**config.mk**
```make
export PLATFORM = sky130hd
export DESIGN_NAME = superframe_index_parser
export DESIGN_NICKNAME = d
export VERILOG_FILES = /design/src/rtl/sip_pkg.sv /design/src/rtl/superframe_index_parser.sv /design/src/rtl/sip_ctrl.sv /design/src/rtl/sip_datapath.sv
export SDC_FILE = /design/constraint.sdc
export NUM_CORES = 1
export LEC_CHECK = 0
export BUFFER_PORTS_ARGS = -buffer_cell sky130_fd_sc_hd__buf_2
export CORE_UTILIZATION = 34
export DETAILED_ROUTE_END_ITERATION = 8
export GPL_ROUTABILITY_DRIVEN = 0
export HOLD_SLACK_MARGIN = 0.06
export PLACE_DENSITY_LB_ADDON = 0.2
export SLEW_MARGIN = 0
export SYNTH_ARGS = -nofsm -noshare
export SYNTH_HDL_FRONTEND = slang
export SYNTH_SLANG_ARGS = --single-unit
```
**constraint.sdc**
```tcl
create_clock -name clock -period 7.88 [get_ports clock]
set_input_delay 0.788 -clock clock [delete_from_list [all_inputs] [get_ports clock]]
set_output_delay 0.788 -clock clock [all_outputs]
set_load 0.02 [all_outputs]
```
**src/rtl/sip_pkg.sv**
```systemverilog
// superframe index parser: shared types, constants and codes
// used by every module of the block; depends on nothing else
package sip_pkg;

   localparam int LENGTH_BITS_DEF = 24;
   localparam int TAIL_DEPTH      = 34;
   localparam int ADDR_W          = $clog2(TAIL_DEPTH);
   localparam int IDX_W           = 6;
   localparam int OUT_W           = 24;
   localparam int SIZE_W          = 32;
   localparam int FRAME_W         = 3;
   localparam int MAG_W           = 2;

   localparam logic [7:0] MARKER_MASK = 8'he0;
   localparam logic [7:0] MARKER_SYNC = 8'hc0;

   typedef struct packed {
      logic [7:0] data_byte;
      logic       end_of_buffer;
   } req_type;

   typedef struct packed {
      logic               status;
      logic               is_superframe;
      logic [FRAME_W-1:0] frame_number;
      logic [OUT_W-1:0]   frame_offset;
      logic [OUT_W-1:0]   frame_size;
      logic               last_result;
   } rsp_type;

   typedef enum logic [2:0] {
      ST_IDLE,
      ST_CHECK,
      ST_LEAD_READ,
      ST_LEAD_TAKE,
      ST_SIZE_READ,
      ST_SIZE_TAKE,
      ST_EMIT
   } state_type;

   typedef enum logic [1:0] {
      OUT_NONE,
      OUT_WHOLE,
      OUT_ERROR,
      OUT_FRAME
   } out_sel_type;

   typedef struct packed {
      logic        take_byte;
      logic        load_lead;
      logic        load_sizes;
      logic        take_size;
      logic        emit_step;
      out_sel_type out_sel;
   } cmd_type;

   typedef struct packed {
      logic overlong;
      logic no_marker;
      logic too_short;
      logic lead_match;
      logic size_done;
      logic size_too_big;
      logic last_frame;
      logic emit_last;
   } stat_type;

endpackage

```
**src/rtl/superframe_index_parser.sv**
```systemverilog
// superframe index parser top level: one byte word per cycle in while not busy, frame descriptors out
// a final byte without an index, or an overlong buffer, is judged in ST_CHECK and its result
// is then registered; with an index, busy stays high while the tail memory's single read port
// reads each index byte in ST_SIZE_READ and takes it in ST_SIZE_TAKE, before frames are emitted
// throughput: 1 byte per cycle while not busy; results are never stalled
// reset (synchronous, active high) clears byte count, write pointer, state and strobe; tail memory is not cleared
module superframe_index_parser #(
   parameter int LENGTH_BITS = sip_pkg::LENGTH_BITS_DEF
) (
   input  logic             clock,
   input  logic             reset,
   input  logic             start,
   output logic             busy,
   input  sip_pkg::req_type req_data,
   output logic             rsp_strobe,
   output sip_pkg::rsp_type rsp_data
);

   sip_pkg::cmd_type  cmd;
   sip_pkg::stat_type stat;

   sip_ctrl u_ctrl (
      .clock         (clock),
      .reset         (reset),
      .start         (start),
      .end_of_buffer (req_data.end_of_buffer),
      .busy          (busy),
      .stat          (stat),
      .cmd           (cmd)
   );

   sip_datapath #(
      .LENGTH_BITS (LENGTH_BITS)
   ) u_datapath (
      .clock      (clock),
      .reset      (reset),
      .req_data   (req_data),
      .cmd        (cmd),
      .stat       (stat),
      .rsp_strobe (rsp_strobe),
      .rsp_data   (rsp_data)
   );

endmodule

```
**src/rtl/sip_ctrl.sv**
```systemverilog
// superframe index parser: controller state machine
// depends on sip_pkg; drives the datapath by command, reads its status
module sip_ctrl (
   input  logic               clock,
   input  logic               reset,
   input  logic               start,
   input  logic               end_of_buffer,
   output logic               busy,
   input  sip_pkg::stat_type  stat,
   output sip_pkg::cmd_type   cmd
);

   sip_pkg::state_type state_ff, state_in;

   always_ff @(posedge clock) begin
      if (reset) begin
         state_ff <= sip_pkg::ST_IDLE;
      end else begin
         state_ff <= state_in;
      end
   end

   always_comb begin
      state_in      = state_ff;
      busy          = (state_ff != sip_pkg::ST_IDLE);
      cmd.take_byte  = 1'b0;
      cmd.load_lead  = 1'b0;
      cmd.load_sizes = 1'b0;
      cmd.take_size  = 1'b0;
      cmd.emit_step  = 1'b0;
      cmd.out_sel    = sip_pkg::OUT_NONE;
      case (state_ff)
         sip_pkg::ST_IDLE: begin
            if (start) begin
               cmd.take_byte = 1'b1;
               if (end_of_buffer) begin
                  state_in = sip_pkg::ST_CHECK;
               end
            end
         end
         sip_pkg::ST_CHECK: begin
            if (stat.overlong) begin
               cmd.out_sel = sip_pkg::OUT_ERROR;
               state_in    = sip_pkg::ST_IDLE;
            end else if (stat.no_marker) begin
               cmd.out_sel = sip_pkg::OUT_WHOLE;
               state_in    = sip_pkg::ST_IDLE;
            end else if (stat.too_short) begin
               cmd.out_sel = sip_pkg::OUT_ERROR;
               state_in    = sip_pkg::ST_IDLE;
            end else begin
               cmd.load_lead = 1'b1;
               state_in      = sip_pkg::ST_LEAD_READ;
            end
         end
         sip_pkg::ST_LEAD_READ: begin
            state_in = sip_pkg::ST_LEAD_TAKE;
         end
         sip_pkg::ST_LEAD_TAKE: begin
            if (!stat.lead_match) begin
               cmd.out_sel = sip_pkg::OUT_ERROR;
               state_in    = sip_pkg::ST_IDLE;
            end else begin
               cmd.load_sizes = 1'b1;
               state_in       = sip_pkg::ST_SIZE_READ;
            end
         end
         sip_pkg::ST_SIZE_READ: begin
            state_in = sip_pkg::ST_SIZE_TAKE;
         end
         sip_pkg::ST_SIZE_TAKE: begin
            cmd.take_size = 1'b1;
            if (stat.size_done && stat.size_too_big) begin
               cmd.out_sel = sip_pkg::OUT_ERROR;
               state_in    = sip_pkg::ST_IDLE;
            end else if (stat.size_done && stat.last_frame) begin
               state_in = sip_pkg::ST_EMIT;
            end else begin
               state_in = sip_pkg::ST_SIZE_READ;
            end
         end
         sip_pkg::ST_EMIT: begin
            cmd.out_sel   = sip_pkg::OUT_FRAME;
            cmd.emit_step = 1'b1;
            if (stat.emit_last) begin
               state_in = sip_pkg::ST_IDLE;
            end
         end
         default: begin
            state_in = sip_pkg::ST_IDLE;
         end
      endcase
   end

endmodule

```
**src/rtl/sip_datapath.sv**
```systemverilog
// superframe index parser: byte counter, tail memory, size table and result register
// depends on sip_pkg; commanded by sip_ctrl
module sip_datapath #(
   parameter int LENGTH_BITS = sip_pkg::LENGTH_BITS_DEF
) (
   input  logic              clock,
   input  logic              reset,
   input  sip_pkg::req_type  req_data,
   input  sip_pkg::cmd_type  cmd,
   output sip_pkg::stat_type stat,
   output logic              rsp_strobe,
   output sip_pkg::rsp_type  rsp_data
);

   localparam int CNT_W = LENGTH_BITS + 1;
   localparam int CMP_W = LENGTH_BITS + sip_pkg::SIZE_W;
   localparam int NFRM  = 1 << sip_pkg::FRAME_W;
   localparam logic [CNT_W-1:0] CAP = CNT_W'(1) << LENGTH_BITS;

   // tail memory, circular, written once per word
   logic [7:0] mem [sip_pkg::TAIL_DEPTH];

   logic [CNT_W-1:0]              count_ff;
   logic [CNT_W-1:0]              n_ff;
   logic [CNT_W-1:0]              n_next;
   logic [sip_pkg::ADDR_W-1:0]    wr_ptr_ff;
   logic [sip_pkg::ADDR_W-1:0]    newest_ff;
   logic [sip_pkg::ADDR_W-1:0]    pos_ff;
   logic [sip_pkg::ADDR_W-1:0]    rd_addr;
   logic [sip_pkg::ADDR_W:0]      rd_wrap;
   logic [7:0]                    rd_data_ff;
   logic [7:0]                    marker_ff;
   logic [sip_pkg::FRAME_W-1:0]   frm_ff;
   logic [sip_pkg::MAG_W-1:0]     j_ff;
   logic [sip_pkg::FRAME_W-1:0]   idx_ff;
   logic [sip_pkg::SIZE_W-1:0]    sz_ff;
   logic [sip_pkg::SIZE_W-1:0]    sz_full;
   logic [LENGTH_BITS-1:0]        left_ff;
   logic [LENGTH_BITS-1:0]        offset_ff;
   logic [LENGTH_BITS-1:0]        sizes_ff [NFRM];
   logic [sip_pkg::IDX_W-1:0]     index_len;
   logic [sip_pkg::FRAME_W:0]     frames;
   logic [sip_pkg::MAG_W:0]       mag;
   logic                          rsp_strobe_ff;
   sip_pkg::rsp_type              rsp_data_ff, rsp_data_in;

   assign n_next = (count_ff == CAP) ? CAP : count_ff + CNT_W'(1);

   assign frames     = {1'b0, marker_ff[2:0]} + (sip_pkg::FRAME_W + 1)'(1);
   assign mag        = {1'b0, marker_ff[4:3]} + (sip_pkg::MAG_W + 1)'(1);
   assign index_len  = sip_pkg::IDX_W'(2)
                     + sip_pkg::IDX_W'(mag) * sip_pkg::IDX_W'(frames);

   // byte at distance pos_ff behind the newest one
   assign rd_wrap = {1'b0, newest_ff} + (sip_pkg::ADDR_W + 1)'(sip_pkg::TAIL_DEPTH)
                  - {1'b0, pos_ff};
   assign rd_addr = (newest_ff >= pos_ff) ? newest_ff - pos_ff
                                          : rd_wrap[sip_pkg::ADDR_W-1:0];

   // little-endian size byte merged in
   assign sz_full = sz_ff | (sip_pkg::SIZE_W'(rd_data_ff) << {j_ff, 3'b000});

   always_comb begin
      stat.overlong     = n_ff[LENGTH_BITS];
      stat.no_marker    = ((marker_ff & sip_pkg::MARKER_MASK) != sip_pkg::MARKER_SYNC);
      stat.too_short    = (n_ff < CNT_W'(index_len))
                       || (index_len > sip_pkg::IDX_W'(sip_pkg::TAIL_DEPTH));
      stat.lead_match   = (rd_data_ff == marker_ff);
      stat.size_done    = (j_ff == marker_ff[4:3]);
      stat.size_too_big = (CMP_W'(sz_full) > CMP_W'(left_ff));
      stat.last_frame   = (frm_ff == marker_ff[2:0]);
      stat.emit_last    = (idx_ff == marker_ff[2:0]);
   end

   always_ff @(posedge clock) begin
      if (reset) begin
         count_ff  <= '0;
         wr_ptr_ff <= '0;
      end else if (cmd.take_byte) begin
         wr_ptr_ff <= (wr_ptr_ff == sip_pkg::ADDR_W'(sip_pkg::TAIL_DEPTH - 1))
                    ? '0 : wr_ptr_ff + sip_pkg::ADDR_W'(1);
         count_ff  <= req_data.end_of_buffer ? '0 : n_next;
      end
   end

   always_ff @(posedge clock) begin
      if (cmd.take_byte) begin
         mem[wr_ptr_ff] <= req_data.data_byte;
      end
      rd_data_ff <= mem[rd_addr];
   end

   always_ff @(posedge clock) begin
      if (cmd.take_byte && req_data.end_of_buffer) begin
         marker_ff <= req_data.data_byte;
         n_ff      <= n_next;
         newest_ff <= wr_ptr_ff;
      end
      if (cmd.load_lead) begin
         pos_ff <= sip_pkg::ADDR_W'(index_len - sip_pkg::IDX_W'(1));
      end
      if (cmd.load_sizes) begin
         pos_ff    <= sip_pkg::ADDR_W'(index_len - sip_pkg::IDX_W'(2));
         left_ff   <= LENGTH_BITS'(n_ff - CNT_W'(index_len));
         sz_ff     <= '0;
         j_ff      <= '0;
         frm_ff    <= '0;
         idx_ff    <= '0;
         offset_ff <= '0;
      end
      if (cmd.take_size) begin
         pos_ff <= pos_ff - sip_pkg::ADDR_W'(1);
         if (stat.size_done) begin
            sizes_ff[frm_ff] <= LENGTH_BITS'(sz_full);
            left_ff          <= LENGTH_BITS'(CMP_W'(left_ff) - CMP_W'(sz_full));
            frm_ff           <= frm_ff + sip_pkg::FRAME_W'(1);
            sz_ff            <= '0;
            j_ff             <= '0;
         end else begin
            sz_ff <= sz_full;
            j_ff  <= j_ff + sip_pkg::MAG_W'(1);
         end
      end
      if (cmd.emit_step) begin
         idx_ff    <= idx_ff + sip_pkg::FRAME_W'(1);
         offset_ff <= offset_ff + sizes_ff[idx_ff];
      end
   end

   always_comb begin
      rsp_data_in = '0;
      case (cmd.out_sel)
         sip_pkg::OUT_WHOLE: begin
            rsp_data_in.frame_size  = sip_pkg::OUT_W'(n_ff);
            rsp_data_in.last_result = 1'b1;
         end
         sip_pkg::OUT_ERROR: begin
            rsp_data_in.status      = 1'b1;
            rsp_data_in.last_result = 1'b1;
         end
         sip_pkg::OUT_FRAME: begin
            rsp_data_in.is_superframe = 1'b1;
            rsp_data_in.frame_number  = idx_ff;
            rsp_data_in.frame_offset  = sip_pkg::OUT_W'(offset_ff);
            rsp_data_in.frame_size    = sip_pkg::OUT_W'(sizes_ff[idx_ff]);
            rsp_data_in.last_result   = stat.emit_last;
         end
         default: begin
            rsp_data_in = '0;
         end
      endcase
   end

   always_ff @(posedge clock) begin
      if (reset) begin
         rsp_strobe_ff <= 1'b0;
      end else begin
         rsp_strobe_ff <= (cmd.out_sel != sip_pkg::OUT_NONE);
      end
      rsp_data_ff <= rsp_data_in;
   end

   assign rsp_strobe = rsp_strobe_ff;
   assign rsp_data   = rsp_data_ff;

endmodule

```
==> impl_metrics.csv, run 1 <==
group,metric,value,unit
run_status,status,"finished, final reports clean",
flow_run,max_cap_viol_count,0,
die,die-area,93670,um2
die,fp.dieW,306.1,um
synthesis,ys_warn_count,0,
synthesis,synth_edf_count,570,
synthesis,synth.area.top_cells,"edfxtp_1 (54%), dfxtp_1 (8.1%), mux4_2 (5.4%)",
clocking,h-tree-depth,3,
clocking,cts_tree,"done",
layout,layout_commonest_cell,"edfxtp_1",
clocking,cts_setup_buffers,0,
worst_setup_path,cp-end-kind,"flop",
worst_setup_path,crit_path_max_fanout,51,
worst_setup_path,ff2ff_path_depth,23,
synthesis,yosysTopAreaCell,"edfxtp_1",
hold_path,worst_hold_path_type,"reg2reg",
detailed_routing,dr.pass1.iters,5,
worst_setup_path,critical_path_class,"reg2reg",
synthesis,syn_inst,2292,
layout,fin_nets,2494,
sta,slew_violations,0,
global_routing,track_usage,0.1724,
detailed_routing,avgViaCountPerCell,5.210,
placement,dpl.hpwl,54180,um
worst_setup_path,critPathRequiredTime,8.45,ns
hold_path,min_from,"u_datapath.offset_ff[9]",
sta,fin_crit,5.694,ns
detailed_routing,drtIter0Drc,1426,
worst_setup_path,startpoint_type,"flop",
global_routing,grt_antenna_before_repair,1,
sta,worst_slew_pin_slew,1.280,ns
worst_setup_path,worst_ep_arrival_time,6.26,ns
placement,portBuffers,67,
synthesis,syn_area_per_cell,13.71,um2
clocking,clk_pin_slew,0.06,ns
synthesis,seq_area_frac_synth,0.6254,
sta,relSlewSlack,0.1396,
sta,setup_viol,0,
hold_path,min_to,"u_datapath.rsp_data[34]",
worst_setup_path,timing.rr.end,"u_datapath.rsp_data[17]",
layout,final_cell_mix,"edfxtp_1 (570), nor2_1 (215), dfxtp_1 (125), a21oi_1 (112), ha_1 (110)",
power,leakage,12.41,nW
layout,layout-area-overhead-vs-synth,13.39,%
synthesis,syn_area,31430,um2
layout,n_antenna_cell,0,
synthesis,ys.flop_type,"edfxtp_1",
global_routing,overflow,0,
clocking,clkLatencyLatePin,0.64,ns
global_routing,grt_pass1_vias,18796,
synthesis,synth-seq-cells,697,
detailed_routing,wl_per_cell,22.40,um
sta,finalClockSkew,0.03198,ns
clocking,clock_path_buffers,3,
sta,hold_viol,0,
detailed_routing,wl,80840,um
hold_path,holdPathStages,1,
clocking,cts_sinks,697,
sta,clock.fmax,175.6,MHz
sta,period_share,0.7225,
power,ir_worst_vdd,0.0001599,V
die,start_util,0.3429,
sta,tns,0,ns
clocking,postCtsHoldBufs,0,
detailed_routing,antenna_left,0,
die,core_region_area,91660,um2
die,io_pins,68,
worst_setup_path,timing.rr.start,"u_datapath.marker_ff[0]",
detailed_routing,drc,0,
global_routing,grt_pass1_wl,121400,um
clocking,cts_resized,0,
die,dieHeight,306.1,um
placement,post-place-ws,2.186,ns
detailed_routing,vias,18803,
synthesis,synthesis.nets,2426,
die,row_count,111,
power,powerDensity,230.4,nW/um2
sta,setup_ws,2.186,ns
sta,rsz0062_at_grt,"no",
clocking,cts-root-buf,"clkbuf_16",
layout,drive_gt1_frac,0.1428,
synthesis,yosysTopAreaCellShare,0.5445,
clocking,cts_made_buffers,77,
global_routing,grt_max_degree,52,
synthesis,synthArstFlopShare,0,
sta,hold_ws,0.4892,ns
synthesis,synth.distinct_cells,88,
worst_setup_path,regToRegSetupSlack,2.19,ns
[critical path, stage by stage (launching register included)]
cell      delay, ns
edfxtp_1       0.55
ha_1           0.29
xor2_1         0.23
nand2b_1       0.11
fa_1           0.48
inv_1          0.06
ha_1           0.31
inv_1          0.06
a21o_1         0.16
a21oi_1        0.19
xnor2_1        0.24
inv_1          0.08
ha_1           0.31
nor2_1         0.11
o21ai_0        0.11
o21ai_0        0.14
and2_1         0.27
nand2_1        0.12
o32a_1         0.33
o221a_2        0.30
inv_1          0.11
ha_2           0.77
a22oi_1        0.18
nor2_1         0.13
[where the power goes]
part           internal (mW)  switching, mW
clock                   2.18           1.47
sequential              4.00         0.0629
combinational          0.181          0.311
total                   6.36           1.85
[routing by layer]
layer  up-vias  share of wire  GRT usage  wire [um]
met5         -        0.00016          0         13
met2       436           0.49     0.2923      39800
li1       8758              -          -          -
met4         2          0.026    0.05244       2077
met1      9492           0.44     0.2286      35570
met3       115          0.042    0.02412       3384
[area by class of cell]
cell class	count	area, um2
flip-flops and latches	697	19660
well taps	1186	1484
clock inverters	39	457.9
multi-input cells	1386	10970
repair buffers	93	530.5
inverters	105	394.1
clock buffers	103	2138
fillers	8604	56020
[worst max path at each step]
stage	slack, ns	startpoint	endpoint
2_1_floorplan	3.20	u_datapath.marker_ff[3]	u_datapath.rsp_data[3]
3_3_place_gp	2.39	u_datapath.marker_ff[0]	u_datapath.rsp_data[0]
3_5_place_dp	2.19	u_datapath.marker_ff[0]	u_datapath.rsp_data[5]
4_1_cts	2.21	u_datapath.marker_ff[0]	u_datapath.rsp_data[5]
5_1_grt	1.68	u_datapath.marker_ff[0]	u_datapath.rsp_data[16]
6_report	2.19	u_datapath.marker_ff[0]	u_datapath.rsp_data[17]
[cells in the mapped netlist, types with 31 or more instances]
cell type	count
ha_1	112
nand3_1	36
xor2_1	57
a22oi_1	41
o21ai_0	70
dfxtp_1	127
mux4_2	76
mux2i_1	66
xnor2_1	63
nor3_1	36
nand2_1	106
o22ai_1	31
a21oi_1	112
and2_1	35
nor2b_1	33
clkbuf_1	56
nor2_1	217
edfxtp_1	570
inv_1	105
[metrics by stage]
| stage | util | area, um2 | instances | power (mW) |
|---|---|---|---|---|
| after global routing | 0.3888 | 35640 | 3609 | 8.487 |
| after detailed placement | 0.3605 | 33050 | 3467 | 4.638 |
| final | 0.3888 | 35640 | 3609 | 8.212 |
| after floorplan | - | 31430 | 2292 | 4.449 |
| after CTS | 0.3888 | 35640 | 3609 | 8.311 |
| after global placement | 0.3605 | 33050 | 3467 | 4.630 |
[state kept, by name, indices dropped and copies added (netlist names), 6 cells and up, named ones only]
signal                 count
u_datapath.sz_ff          32
u_datapath.mem           272
u_datapath.left_ff        24
u_datapath.n_ff           25
u_datapath.wr_ptr_ff       6
u_datapath.sizes_ff      192
u_datapath.rd_data_ff      8
u_datapath.marker_ff       8
u_datapath.rsp_data       54
u_datapath.count_ff       25
u_datapath.offset_ff      24
u_datapath.newest_ff       6
u_datapath.pos_ff          6
[cell families after synthesis]
family          after synthesis  share of synthesized area
compound gates              400                    0.08359
buf+inv                     209                    0.02774
flops                       697                     0.6254
xor+xnor                    121                    0.03395
fa+ha+maj                   122                    0.05095
simple gates                571                    0.08948
mux                         172                    0.08885
Power figures use the tool's default switching activity.
==> run 2, diff against run 1 <==
- ABC_AREA: not set -> 1
- clock period: 7.88 -> 5.9 ns (I/O delays scaled with it)
==> impl_metrics.csv, run 2 <==
group,metric,value,unit
run_status,status,"finished, final reports clean",
clocking,clkLatencyLatePin,0.64,ns
global_routing,grt_max_degree,99,
synthesis,synthArstFlopShare,0,
clocking,clock_path_buffers,3,
worst_setup_path,cp-end-kind,"flop",
placement,post-place-ws,0.5089,ns
synthesis,yosysTopAreaCell,"edfxtp_1",
clocking,h-tree-depth,3,
worst_setup_path,critPathRequiredTime,6.47,ns
worst_setup_path,regToRegSetupSlack,0.53,ns
synthesis,synthTopCellsByCount,"edfxtp_1 (570), nand2_1 (569), nor2_1 (321)",
sta,finalClockSkew,0.02560,ns
synthesis,syn_area,33020,um2
synthesis,synth_edf_count,570,
sta,slew_violations,0,
synthesis,seq_area_frac_synth,0.5953,
synthesis,ys_warn_count,0,
detailed_routing,met1_length,40350,um
sta,period_share,0.9107,
detailed_routing,top_layer_used,"met4",
detailed_routing,wl_per_cell,19.54,um
worst_setup_path,startpoint_type,"flop",
synthesis,syn_area_per_cell,10.32,um2
die,core_region_area,95580,um2
die,start_util,0.3455,
layout,layout_commonest_cell,"edfxtp_1",
detailed_routing,drtIter0Drc,1637,
clocking,cts-root-buf,"clkbuf_16",
detailed_routing,antenna_left,0,
synthesis,ys.flop_type,"edfxtp_1",
hold_path,worst_hold_path_type,"in2reg",
detailed_routing,dr.pass1.iters,5,
die,io_pins,68,
detailed_routing,drc,0,
sta,setup_ws,0.5268,ns
power,total_power,11.14,mW
clocking,clk_pin_slew,0.06,ns
detailed_routing,wl,90230,um
sta,tns,0,ns
synthesis,synthesis.nets,3335,
layout,n_antenna_cell,0,
power,leakage,14.83,nW
synthesis,synth.most_common_cell,"edfxtp_1",
synthesis,synth.distinct_cells,56,
layout,largest_reg_flops,272,
global_routing,track_usage,0.1828,
global_routing,overflow,0,
placement,dpl.hpwl,60240,um
detailed_routing,vias,22932,
clocking,postCtsHoldBufs,0,
clocking,cts_made_buffers,79,
clocking,cts_tree,"done",
global_routing,grt_pass1_wl,136000,um
detailed_routing,wl_met3,3311,um
layout,n_fill_cell,9460,
synthesis,synth-seq-cells,697,
clocking,cts_sinks,697,
die,dieHeight,313.7,um
detailed_routing,routed-wl-met2,44120,um
sta,setup_viol,0,
layout,regMostFlops,"u_datapath.mem",
synthesis,synth.area.top_cells,"edfxtp_1 (52%), dfxtp_1 (7.7%), nand2_1 (6.5%)",
worst_setup_path,worst_ep_arrival_time,5.95,ns
layout,drive_gt1_frac,0.09186,
flow_run,max_cap_viol_count,0,
sta,worst_slew_pin_slew,1.093,ns
clocking,cts_resized,0,
sta,fin_crit,5.373,ns
sta,clock.fmax,186.1,MHz
layout,fin_nets,3422,
sta,relSlewSlack,0.2687,
worst_setup_path,critical_path_class,"reg2reg",
layout,final_util,0.3920,
die,fp.dieW,313.7,um
die,die-area,98380,um2
worst_setup_path,crit_path_max_fanout,51,
synthesis,syn_inst,3201,
detailed_routing,avgViaCountPerCell,4.966,
clocking,cts_setup_buffers,0,
die,row_count,113,
sta,rsz0062_at_grt,"no",
layout,ff_latch_area,19660,um2
layout,final_cell_mix,"edfxtp_1 (570), nand2_1 (569), nor2_1 (317), inv_1 (311), o21ai_0 (220)",
placement,portBuffers,67,
sta,hold_viol,0,
global_routing,grt_antenna_before_repair,0,
power,ir_worst_vdd,0.0002280,V
global_routing,grt_pass1_vias,22085,
layout,multi_input_area,11670,um2
power,powerDensity,297.4,nW/um2
synthesis,yosysTopAreaCellShare,0.5183,
layout,layout-area-overhead-vs-synth,13.45,%
## run 2: per-stage QoR
step                hold slack (ns)  cell area [um2]  cells
global placement             0.4594            34880   4472
CTS                          0.4273            37470   4618
finish                       0.4595            37470   4618
global route                 0.4714            37470   4618
floorplan                    0.4388            33020   3201
detailed placement           0.4647            34880   4472
## run 2: worst paths after layout
check	startpoint	to	depth (start not counted)
setup / recovery	u_datapath.marker_ff[0]	u_datapath.rsp_data[0]	27
hold / removal	reset	u_datapath.rsp_strobe	2
setup reg to reg	u_datapath.marker_ff[0]	u_datapath.rsp_data[0]	27
hold reg to reg	u_datapath.offset_ff[10]	u_datapath.rsp_data[35]	2
## run 2: kinds of logic after synthesis
logic type,count (synthesis),synth area share
multiplexers,120,0.03637
adder cells (fa/ha/maj),122,0.04850
flip-flops,697,0.5953
AND/OR/NAND/NOR,1234,0.1603
AO/OA/AOI/OAI,541,0.09282
XOR/XNOR,51,0.01353
buffers and inverters,436,0.05323
## run 2: critical path, cell delays in order (launching register included)
cell	delay, ns
edfxtp_1	0.55
ha_1	0.28
or2_2	0.27
nand2_1	0.07
inv_1	0.06
nand2_1	0.08
fa_1	0.41
inv_1	0.06
ha_1	0.26
inv_1	0.08
nor2_1	0.04
nand2_1	0.06
nand2_1	0.06
xnor2_1	0.12
buf_4	0.16
ha_1	0.35
a21oi_1	0.18
o21ai_0	0.17
a21oi_1	0.20
nand3_1	0.12
nand2_1	0.10
nand2_1	0.05
a21oi_1	0.13
nor2_1	0.12
inv_1	0.12
ha_2	0.87
nand4_1	0.20
a21oi_1	0.17
## run 2: cell type report
type	count	share of cell area
tap	1265	0.04224
clock buffer	108	0.05841
multi-input combinational	2068	0.3115
clock inverter	38	0.01075
timing repair buffer	122	0.02030
inverter	320	0.03206
sequential	697	0.5247
## run 2: metal layers
metal,global-route usage,vias up
met2,0.3115,484
li1,-,11275
met5,0,-
met4,0.05898,0
met1,0.2420,11040
met3,0.02091,133
## run 2: power breakdown
| part | total (mW) | internal [mW] | switching (mW) | leakage [nW] |
|---|---|---|---|---|
| clock network | 4.94 | 2.95 | 1.99 | 1.26 |
| logic | 0.787 | 0.236 | 0.551 | 6.90 |
| registers | 5.41 | 5.36 | 0.0544 | 6.67 |
